### src/hw/rtl/udpdmx_pkg.sv
// Shared types and constants for the UDP port demux table.
package udpdmx_pkg;

	localparam logic [1:0] OP_REGISTER = 2'd0;
	localparam logic [1:0] OP_DELIVER  = 2'd1;
	localparam logic [1:0] OP_RECEIVE  = 2'd2;
	localparam logic [1:0] OP_RESERVED = 2'd3;

	localparam logic [3:0] ST_OK         = 4'd0;
	localparam logic [3:0] ST_BAD_IFACE  = 4'd1;
	localparam logic [3:0] ST_DUPLICATE  = 4'd2;
	localparam logic [3:0] ST_FULL       = 4'd3;
	localparam logic [3:0] ST_NO_MATCH   = 4'd4;
	localparam logic [3:0] ST_QUEUE_FULL = 4'd5;
	localparam logic [3:0] ST_BAD_SLOT   = 4'd6;
	localparam logic [3:0] ST_SLOT_FREE  = 4'd7;
	localparam logic [3:0] ST_EMPTY      = 4'd8;

	localparam logic [15:0] HEADER_BYTES = 16'd8;

	typedef struct packed {
		logic [1:0]  opcode;
		logic [2:0]  iface;
		logic [63:0] ip_upper;
		logic [63:0] ip_lower;
		logic [15:0] remote_port;
		logic [15:0] local_port;
		logic [4:0]  slot_index;
		logic [15:0] packet_handle;
		logic [15:0] udp_length;
		logic [15:0] buffer_length;
	} req_t;

	typedef struct packed {
		logic [3:0]  status;
		logic [3:0]  slot_out;
		logic [15:0] handle_out;
		logic [15:0] data_length;
	} rsp_t;

	// controller -> datapath
	typedef struct packed {
		logic load;      // capture request, clear scan
		logic scan;      // examine slot at scan index
		logic commit;    // perform update for the request
		logic rd_ring;   // read ring memory for receive
		logic finish;    // raise done for the result
	} cmd_t;

	// datapath -> controller
	typedef struct packed {
		logic [1:0] opcode;
		logic       scan_last;
		logic       scan_stop;
	} sts_t;

endpackage

### src/hw/rtl/udpdmx_ctrl.sv
// Sequencer for the UDP port demux table.
module udpdmx_ctrl (
	input  logic               clk,
	input  logic               arst_n,
	input  logic               start,
	output logic               busy,
	output udpdmx_pkg::cmd_t   cmd,
	input  udpdmx_pkg::sts_t   sts
);
	typedef enum logic [4:0] {
		S_IDLE   = 5'b00001,
		S_SCAN   = 5'b00010,
		S_COMMIT = 5'b00100,
		S_READ   = 5'b01000,
		S_DONE   = 5'b10000
	} state_t;

	state_t state_q, state_d;

	always_ff @(posedge clk or negedge arst_n) begin
		if (!arst_n) state_q <= S_IDLE;
		else state_q <= state_d;
	end

	always_comb begin
		state_d = state_q;
		cmd = '0;
		unique case (state_q)
			S_IDLE: begin
				if (start) begin
					cmd.load = 1'b1;
					state_d = S_SCAN;
				end
			end
			S_SCAN: begin
				if (sts.opcode == udpdmx_pkg::OP_RECEIVE) begin
					cmd.rd_ring = 1'b1;
					state_d = S_READ;
				end else begin
					cmd.scan = 1'b1;
					if (sts.scan_last || sts.scan_stop) state_d = S_COMMIT;
				end
			end
			S_READ: state_d = S_COMMIT;
			S_COMMIT: begin
				cmd.commit = 1'b1;
				state_d = S_DONE;
			end
			S_DONE: begin
				cmd.finish = 1'b1;
				state_d = S_IDLE;
			end
			default: state_d = S_IDLE;
		endcase
	end

	assign busy = (state_q != S_IDLE);
endmodule

### config.mk
export PLATFORM = sky130hd
export DESIGN_NAME = udpdmx_ctrl
export DESIGN_NICKNAME = d
export VERILOG_FILES = /design/src/hw/rtl/udpdmx_pkg.sv /design/src/hw/rtl/udpdmx_ctrl.sv
export SDC_FILE = /design/constraint.sdc
export NUM_CORES = 1
export LEC_CHECK = 0
export BUFFER_PORTS_ARGS = -buffer_cell sky130_fd_sc_hd__buf_2
export CORE_AREA = 2 2 39 41
export CTS_CLUSTER_SIZE = 40
export DETAILED_ROUTE_END_ITERATION = 16
export DIE_AREA = 0 0 41 43
export PLACE_DENSITY = 0.47
export SYNTH_ARGS = -nofsm -noshare
export SYNTH_HDL_FRONTEND = slang
export SYNTH_SLANG_ARGS = --single-unit
### constraint.sdc
create_clock -name clk -period 1.25 [get_ports clk]
set_clock_uncertainty 0.2 [all_clocks]
set_input_delay 0.1875 -clock clk [delete_from_list [all_inputs] [get_ports clk]]
set_output_delay 0.1875 -clock clk [all_outputs]
set_load 0.05 [all_outputs]
# --- After elaboration in Yosys (flattened, before gate mapping) ---
# Index checks and enable logic that the tools add are counted.
classes:
  eq_ne: 9
  mux: 12
  reduce_logical: 2
op_table:
  columns: ["cell", "n"]
  rows:
  - ["$pmux W5 S4", 1]
  - ["$mux W5", 3]
  - ["$mux W1", 8]
  - ["$eq A5 B1 Y1 const B", 1]
  - ["$eq A5 B2 Y1 const B", 1]
  - ["$eq A5 B3 Y1 const B", 1]
  - ["$eq A5 B4 Y1 const B", 1]
  - ["$eq A5 B5 Y1 const B", 1]
  - ["$ne A5 B1 Y1 const B", 1]
  - ["$ne A3 B3 Y1 const B", 1]
  - ["$eq A2 B2 Y1 const B", 1]
  - ["$ne A2 B2 Y1 const B", 1]
  - ["$reduce_and A2 Y1", 1]
  - ["$logic_or A1 B1 Y1", 1]
totals:
  register_bits: 5
  inputBits: 7
  output_inout_bits: 6
  elab_cells: 24

# --- Depth between registers and ports, before layout ---
# Gate-level depths: netlist of the first run.
depth:
  depth_word: 4
  depth_mapped: 4
  ltp_nobuf: 3

# --- Worst setup path after synthesis of the first run ---
# Ideal clock, no wire load.
synth_path:
  kind: "reg-to-reg"
  startpoint: "register state_q[0]"
  endpoint: "register state_q[2]"
  setup_ns: 0.128
  arrival_time_ns: 1.329
  required_ns: 0.922
  path_slack_ns: -0.406
  stages_incl_launch_ff: 4
  n_path_buf: 0
  period_less_slack_ns: 1.656
  cell_sequence: "dfstp_2 nor4b_2 nand2b_1 a2bb2oi_1"
synth_between:
  elab_chain_len: 3
  word_cells_on_any_way: 8
  cone_classes: "6 x eq/ne; 1 x mux; 1 x reduce/logical"
synth_rtl:
  columns: ["element", "line_no", "text"]
  rows:
  - ["from (decl)", "udpdmx_ctrl.sv:18", "state_t state_q, state_d;"]
  - ["from (signal assigned)", "udpdmx_ctrl.sv:22", "else state_q <= state_d;"]
  - ["$eq A5 B2 Y1 or $eq A5 B1 Y1 (tied branches)", "udpdmx_ctrl.sv:28", "unique case (state_q)"]
  - ["$ne A3 B3 Y1 (no line) or $ne A2 B2 Y1 (tied branches)", null, null]
  - ["$reduce_and A2 Y1 (no line)", null, null]
# Parallel ways exist; a longest one is shown, timed or not.
# A chain may end at the register's enable or synchronous reset.

==> impl_metrics.csv, run 1 <==
group,metric,value,unit
finish,top_register,"state_q",
global_routing,grt_start_max_net_pins,6,
routing,firstDrtPassIters,1,
pwr,intPower,0.9025,mW
finish,diodes,0,
placed_design,dp_hpwl,621.1,um
setup_path,cpMaxStageDelayCell,"dfstp_2",
finish,nFillCells,138,
routing,viasPerCell,4.444,
outcome,outcome,"complete, but fails checks",
placed_design,place_ws,-0.3459,ns
cts,ctsLongestPathBuffers,2,
global_routing,overflow,0,
routing,drt.antenna.violating_nets,0,
setup_path,crit_required,0.86,ns
synth,synth_nets,40,
cts,cts_tree,"built",
setup_path,crit_type,"flip-flop to primary output",
routing,wirelength,877,um
floorplan,core_area,1384,um^2
cts,htree_levels,1,
global_routing,grt_pass1_vias,363,
setup_path,worstSetupStartpointType,"flip-flop",
pwr,power_density,2277,nW/um^2
timing,holdWs,0.04950,ns
synth,syn_area_per_cell,9.555,um^2
placed_design,place_congestion,0.6281,
timing,relSlewSlack,0.8686,
pwr,power.leakage,0.3196,nW
pwr,p_clk_frac,0.122,
timing,maxSlewViolCount,0,
floorplan,dieArea,1763,um^2
timing,max_slew.worst_pin.slew,0.1963,ns
routing,drcViolationCount,0,
setup_path,slowest_delay,0.54,ns
outcome,violations,"setup timing",
timing,period_share,1.395,
routing,wl_per_cell,10.83,um
setup_path,cp_num_buf_inv,1,
pwr,power_switching,0.6186,mW
synth,syn-cell-area,315.3,um^2
cts,clk_latency,0.24,ns
synth,synthTopCellsByArea,"dfrtp_1 32%, dfstp_2 8.3%, nor2_1 8.3%, and3_1 7.9%, nor4b_2 4.8%",
timing,min_period,1.743,ns
worst_hold_path,hold_class,"primary input to flip-flop",
setup_path,arrival,1.36,ns
timing,fin_tns_setup,-3.624,ns
synth,ys_types,20,
routing,num_vias,360,
synth,yosysTopAreaCell,"dfrtp_1",
pwr,switching_share,0.4067,
setup_path,crit_fanout,3,
global_routing,grt_antenna_before_repair,0,
cts,root_buffer,"clkbuf_4",
finish,area_growth,111.9,%
synth,ys_seq_area_frac,0.4008,
finish,mostFrequentLayoutCell,"buf_4",
finish,utilization,0.4828,
finish,drive_above_1_share,0.8000,
finish,nNetsFinal,73,
floorplan,initial_core_util,0.2278,
placed_design,portBuffers,12,
global_routing,grt_use_total,0.1229,
floorplan,die_x,41,um
floorplan,die_y,43,um
setup_path,crit_path_cell_trace,"nor4b_4, and3b_2, buf_6",
synth,ys_ff_latch,5,
finish,largest_reg_flops,5,
pwr,seq_power_share,0.199,
finish,reg_top3,"state_q: 5 flops",
finish,layout_common_cells,"14 x buf_4, 7 x buf_6, 6 x buf_2",
synth,syn_inst,33,
timing,clock.fmax,573.7,MHz
timing,final_hold_viol_count,0,
cts,clk_pin_slew_worst_paths,0.04,ns
routing,drt_iter0_markers,0,
cts,clock_sinks,5,
pwr,peakVddDrop,0.001017,V
setup_path,path_delay_family,"flip-flops",
global_routing,grt_pass1_wl,1.469,mm
run,max-cap-violations,0,
cts,cts_buffers,3,
synth,yosys_warnings,0,
floorplan,num_io_pins,13,
timing,rsz0062_at_grt,"true",
floorplan,row_count,14,
timing,setup_violations,10,
setup_path,crit_path_end_kind,"primary output",
pwr,comb_power_share,0.680,
synth,synth_top_area_share,0.3175,
timing,setup_ws,-0.4932,ns
==> worst register-to-register path, stage by stage (launching register included) <==
cell	delay, ns
dfstp_2	0.54
nor4b_4	0.19
and3b_2	0.23
buf_4	0.10
buf_4	0.09
buf_6	0.09
a21o_1	0.08
==> final timing paths <==
check,slack (ns),from,cells past startpoint,endpoint
min in group asynchronous,0.08,arst_n,2,state_q[2]$_DFFE_PN0P_
setup reg to reg,-0.33,state_q[0]$_DFFE_PN1P_,6,state_q[1]$_DFFE_PN0P_
max in group asynchronous,0.55,arst_n,2,state_q[0]$_DFFE_PN1P_
hold reg to reg,0.47,state_q[2]$_DFFE_PN0P_,3,state_q[2]$_DFFE_PN0P_
setup / recovery,-0.49,state_q[0]$_DFFE_PN1P_,3,cmd[4]
hold / removal,0.05,start,2,state_q[2]$_DFFE_PN0P_
==> through the flow <==
stage / cell area, um^2 / instances / total power, mW
after floorplan: 345.3 / 33 / 0.7757
after global placement: 500.5 / 71 / 1.045
after detailed placement: 500.5 / 71 / 1.048
after CTS: 634.4 / 80 / 1.483
after global routing: 668.1 / 81 / 1.624
final: 668.1 / 81 / 1.521
==> cell usage after synthesis, drive strengths merged <==
cell type / instances
nor3b: 2
mux2: 1
and3b: 1
o21ai: 1
nor4b: 1
nor2: 7
dfrtp: 4
and2b: 1
nor3: 1
dfstp: 1
a21oi: 1
a2bb2oi: 1
a21o: 1
o2111ai: 1
buf: 1
nand2: 1
xor2: 1
nand2b: 2
and3: 4
==> final cells by class <==
cell class,instances,area (um^2),area share
Multi-Input combinational cell,27,252.7,0.3783
Tap cell,16,20.02,0.02996
Timing Repair Buffer,29,239.0,0.3577
Sequential cell,5,130.1,0.1948
Clock buffer,4,26.28,0.03933
==> power groups by stage <==
stage | Clock (mW) | Sequential [mW] | Combinational, mW
floorplan | 0 | 0.295 | 0.481
global placement | 0 | 0.288 | 0.758
detailed placement | 0 | 0.291 | 0.756
CTS | 0.196 | 0.294 | 0.992
global route | 0.211 | 0.310 | 1.10
finish | 0.185 | 0.302 | 1.03
==> repair_timing <==
action,4_1_cts,5_1_grt
pin swaps,3,4
buffers inserted,4,1
setup endpoints to repair,10,10
hold buffers,1,0
cloned,0,0
endpoints found under the hold margin,5,0
resized for setup,20,8
==> metal layers <==
metal	up-vias	global-route usage	wire (um)
li1	184	-	-
met1	171	0.1364	355
met2	5	0.2031	500
met3	0	0.03141	20
met4	0	0.06000	0
met5	-	0	0
==> cell families after synthesis <==
kind of cell / after synthesis / share of synthesized area
buffers and inverters: 1 / 0.02382
AO/OA/AOI/OAI: 5 / 0.1111
XOR/XNOR: 1 / 0.02778
flip-flops: 5 / 0.4008
AND/OR/NAND/NOR: 20 / 0.4008
multiplexers: 1 / 0.03571
Power figures use the tool's default switching activity.
==> run 2: changes to the inputs <==
--- a/config.mk
+++ b/config.mk
@@ -11,6 +11,7 @@
 export DETAILED_ROUTE_END_ITERATION = 16
 export DIE_AREA = 0 0 41 43
 export PLACE_DENSITY = 0.47
+export SETUP_SLACK_MARGIN = 0.02
 export SYNTH_ARGS = -nofsm -noshare
 export SYNTH_HDL_FRONTEND = slang
 export SYNTH_SLANG_ARGS = --single-unit
==> run 2 against run 1 <==
The run still ends with setup timing left. Final area is 1.9% lower. Hold slack better by 0.025 ns. Final cell count is 2.5% lower. Fmax is 2.4% lower. Critical path depth stayed put. Global-route usage is 0.29 points lower. Critical path type unchanged. Largest power group unchanged.
==> impl_metrics.csv, run 2 (same netlist as run 1, synthesis figures left out) <==
group,metric,value,unit
placed_design,portBuffers,12,
timing,final_hold_viol_count,0,
routing,drt_iter0_markers,3,
finish,diodes,0,
timing,setup_violations,10,
global_routing,grt_antenna_before_repair,0,
finish,top_register,"state_q",
global_routing,grt_pass1_vias,353,
run,max-cap-violations,0,
worst_hold_path,hold_class,"primary input to flip-flop",
outcome,violations,"setup timing",
routing,drt.antenna.violating_nets,0,
global_routing,grt_pass1_wl,1.400,mm
pwr,power.leakage,0.3156,nW
floorplan,num_io_pins,13,
timing,clock.fmax,560.0,MHz
timing,holdWs,0.07407,ns
cts,clock_sinks,5,
floorplan,row_count,14,
setup_path,crit_path_cell_trace,"nor4b_4, and3b_2, buf_6",
setup_path,slowest_delay,0.56,ns
finish,nFillCells,145,
setup_path,crit_fanout,3,
finish,mostFrequentLayoutCell,"buf_4",
finish,area_growth,107.9,%
cts,ctsLongestPathBuffers,2,
cts,root_buffer,"clkbuf_4",
pwr,peakVddDrop,0.0007738,V
cts,clk_pin_slew_worst_paths,0.04,ns
outcome,outcome,"complete, but fails checks",
timing,max_slew.worst_pin.slew,0.2789,ns
global_routing,grt_use_total,0.1200,
setup_path,crit_path_end_kind,"primary output",
floorplan,die_y,43,um
finish,largest_reg_flops,5,
setup_path,arrival,1.40,ns
cts,cts_buffers,3,
global_routing,grt_start_max_net_pins,7,
pwr,power_density,2298,nW/um^2
timing,maxSlewViolCount,0,
timing,rsz0062_at_grt,"true",
finish,nNetsFinal,71,
finish,drive_above_1_share,0.7778,
routing,wl_per_cell,11.27,um
setup_path,worstSetupStartpointType,"flip-flop",
timing,min_period,1.786,ns
timing,setup_ws,-0.5356,ns
cts,cts_tree,"built",
timing,period_share,1.429,
finish,utilization,0.4738,
floorplan,initial_core_util,0.2278,
cts,clk_latency,0.24,ns
routing,num_vias,351,
floorplan,dieArea,1763,um^2
floorplan,core_area,1384,um^2
placed_design,dp_hpwl,641.5,um
global_routing,overflow,0,
routing,viasPerCell,4.443,
cts,htree_levels,1,
setup_path,crit_required,0.86,ns
setup_path,cpMaxStageDelayCell,"dfstp_2",
routing,wirelength,890,um
routing,firstDrtPassIters,2,
floorplan,die_x,41,um
routing,drcViolationCount,0,
timing,relSlewSlack,0.8141,
finish,reg_top3,"state_q: 5 flops",
placed_design,place_congestion,0.6498,
setup_path,crit_type,"flip-flop to primary output",
placed_design,place_ws,-0.3447,ns
finish,layout_common_cells,"12 x buf_4, 7 x buf_6, 6 x buf_2",
[run 2: area by class of cell]
class / instances / area (um^2) / area share
timing repair buffer: 27 / 224.0 / 0.3416
sequential: 5 / 128.9 / 0.1966
multi-input combinational: 27 / 256.5 / 0.3912
tap: 16 / 20.02 / 0.03053
clock buffer: 4 / 26.28 / 0.04008
[run 2: critical path: cells and delay by family (launching register included)]
kind / cells / cell delay, ns
flip-flops: 1 / 0.56
AND/OR/NAND/NOR: 2 / 0.45
buffers and inverters: 1 / 0.16
[run 2: metrics by stage]
stage / total power, mW / cells / instance area [um^2] / setup TNS (ns)
after floorplan: 0.7757 / 33 / 345.3 / -1.492
after global placement: 1.042 / 70 / 493.0 / -2.181
after detailed placement: 1.039 / 70 / 493.0 / -2.213
after CTS: 1.361 / 76 / 571.8 / -3.572
after global routing: 1.597 / 79 / 655.6 / -4.307
final: 1.507 / 79 / 655.6 / -3.669
[run 2: path summary, 6_finish.rpt]
check / from / to / slack, ns / cells past startpoint
max in group asynchronous: arst_n / state_q[0]$_DFFE_PN1P_ / 0.55 / 2
min in group asynchronous: arst_n / state_q[2]$_DFFE_PN0P_ / 0.08 / 2
setup / recovery: state_q[0]$_DFFE_PN1P_ / cmd[4] / -0.54 / 3
setup reg to reg: state_q[0]$_DFFE_PN1P_ / state_q[1]$_DFFE_PN0P_ / -0.36 / 6
hold / removal: sts[1] / state_q[1]$_DFFE_PN0P_ / 0.07 / 3
hold reg to reg: state_q[4]$_DFFE_PN0P_ / state_q[4]$_DFFE_PN0P_ / 0.49 / 2
[run 2: timing repair]
item / CTS / global route
setup buffers: 1 / 4
pin swaps: 1 / 5
endpoints found under the setup margin: 10 / 11
gates resized for setup: 12 / 16
hold endpoints to repair: 5 / 0
hold buffers: 1 / 0
[run 2: where the power goes]
part	switching (mW)	internal (mW)	total, mW
sequential	0.0769	0.223	0.300
clock	0.0659	0.121	0.187
combinational	0.471	0.549	1.02
total	0.614	0.893	1.51
[run 2: per-layer routing]
metal | up-vias | global-route usage | part of all wire
met3 | 2 | 0.03141 | 0.037
met2 | 7 | 0.1875 | 0.55
met4 | 0 | 0.08000 | 0.013
li1 | 179 | - | -
met5 | - | 0 | 0
met1 | 163 | 0.1336 | 0.40
==> run 3: changes to the inputs <==
--- a/config.mk
+++ b/config.mk
@@ -15,3 +15,4 @@
 export SYNTH_ARGS = -nofsm -noshare
 export SYNTH_HDL_FRONTEND = slang
 export SYNTH_SLANG_ARGS = --single-unit
+export TNS_END_PERCENT = 30
==> run 3 against run 2 <==
The flow still finishes with violations (setup timing). Setup slack better by 0.041 ns. Die area did not move. Via count fell by 2.0%. Clock-buffer cell count stayed put. Final cell count unchanged. Largest power group unchanged.
==> impl_metrics.csv, run 3 (same netlist as run 1, synthesis figures left out) <==
group,metric,value,unit
outcome,outcome,"complete, but fails checks",
outcome,violations,"setup timing",
cts,cts_tree,"built",
timing,period_share,1.395,
pwr,power_density,2246,nW/um^2
timing,min_period,1.744,ns
global_routing,grt_pass1_vias,354,
floorplan,dieArea,1763,um^2
global_routing,grt_antenna_before_repair,0,
floorplan,initial_core_util,0.2278,
finish,nNetsFinal,71,
cts,clk_pin_slew_worst_paths,0.04,ns
timing,setup_violations,10,
floorplan,die_x,41,um
global_routing,overflow,0,
placed_design,dp_hpwl,677.9,um
finish,stdcell_count,79,
routing,drt.antenna.violating_nets,0,
floorplan,num_io_pins,13,
global_routing,grt_pass1_wl,1.462,mm
timing,clock.fmax,573.3,MHz
finish,reg_top3,"state_q: 5 flops",
placed_design,place_congestion,0.7017,
finish,utilization,0.4421,
routing,firstDrtPassIters,3,
placed_design,portBuffers,12,
finish,nFillCells,142,
setup_path,crit_required,0.86,ns
setup_path,worstSetupStartpointType,"flip-flop",
routing,drcViolationCount,0,
cts,clock_sinks,5,
timing,maxSlewViolCount,0,
finish,area_growth,94.05,%
routing,viasPerCell,4.354,
setup_path,path_delay_family,"flip-flops",
pwr,power,1.374,mW
routing,drt_iter0_markers,2,
setup_path,crit_path_cell_trace,"nor4b_4, and3b_2, buf_6",
floorplan,die_y,43,um
finish,diodes,0,
routing,wl_per_cell,10.53,um
finish,top_register,"state_q",
worst_hold_path,hold_class,"primary input to flip-flop",
cts,htree_levels,1,
finish,layout_common_cells,"13 x buf_4, 7 x buf_6, 6 x buf_2",
pwr,power.leakage,0.3090,nW
setup_path,crit_path_end_kind,"primary output",
global_routing,grt_use_total,0.1244,
setup_path,arrival,1.36,ns
timing,max_slew.worst_pin.slew,0.2574,ns
finish,largest_reg_flops,5,
cts,cts_buffers,3,
setup_path,crit_fanout,3,
pwr,peakVddDrop,0.001062,V
setup_path,cp_num_buf_inv,1,
placed_design,placed_cells,73,
timing,rsz0062_at_grt,"true",
setup_path,crit_type,"flip-flop to primary output",
finish,drive_above_1_share,0.6984,
routing,wirelength,832,um
placed_design,place_ws,-0.3956,ns
finish,mostFrequentLayoutCell,"buf_4",
setup_path,cpMaxStageDelayCell,"dfstp_2",
routing,num_vias,344,
run,max-cap-violations,0,
cts,clk_latency,0.24,ns
setup_path,slowest_delay,0.53,ns
global_routing,grt_start_max_net_pins,7,
floorplan,core_area,1384,um^2
timing,final_hold_viol_count,0,
cts,root_buffer,"clkbuf_4",
floorplan,row_count,14,
cts,ctsLongestPathBuffers,2,
timing,setup_ws,-0.4942,ns
timing,relSlewSlack,0.8266,
[run 3: metrics by stage]
stage | hold WS (ns) | setup TNS [ns] | instance area [um^2]
6_report | 0.04357 | -3.344 | 611.8
4_1_cts | 0.04589 | -3.420 | 598.1
2_1_floorplan | -0.3081 | -1.897 | 327.8
3_3_place_gp | -0.1940 | -2.779 | 498.0
3_5_place_dp | -0.1925 | -2.687 | 498.0
5_1_grt | 0.06501 | -4.020 | 611.8
[run 3: routing by layer]
metal	track usage	wire, um
met5	0	0
met4	0.08000	0
met3	0.02618	34
met2	0.1844	448
met1	0.1546	348
[run 3: final cells by class]
cell class / count / area (um^2) / area share
Multi-Input combinational cell: 27 / 220.2 / 0.3599
Tap cell: 16 / 20.02 / 0.03272
Sequential cell: 5 / 128.9 / 0.2106
Clock buffer: 4 / 26.28 / 0.04294
Timing Repair Buffer: 27 / 216.5 / 0.3538
[run 3: repair_timing]
item / in CTS / in global routing
hold endpoints to repair: 5 / 0
gates cloned: 0 / 0
setup buffers: 1 / 0
pin swaps: 2 / 3
hold buffers: 1 / 0
setup endpoints to repair: 10 / 10
resized for setup: 18 / 3
[run 3: worst reg2reg max path, cell delays in order, from the launching register on]
cell and delay [ns]:
dfstp_2 0.53, buf_4 0.11, and2b_2 0.20, o21ai_0 0.23, a2bb2oi_2 0.09
[run 3: final timing paths]
check                                        from                     end  slack (ns)  cells past startpoint
max in group asynchronous                  arst_n  state_q[0]$_DFFE_PN1P_        0.55                      2
hold reg to reg            state_q[2]$_DFFE_PN0P_  state_q[4]$_DFFE_PN0P_        0.43                      1
setup / recovery           state_q[0]$_DFFE_PN1P_                  cmd[4]       -0.49                      3
hold / removal                              start  state_q[2]$_DFFE_PN0P_        0.04                      2
min in group asynchronous                  arst_n  state_q[4]$_DFFE_PN0P_        0.09                      2
setup reg to reg           state_q[0]$_DFFE_PN1P_  state_q[2]$_DFFE_PN0P_       -0.23                      4
[run 3: power by group]
group          internal, mW  switching, mW
Sequential            0.223         0.0637
Clock                 0.120         0.0622
Combinational         0.469          0.435
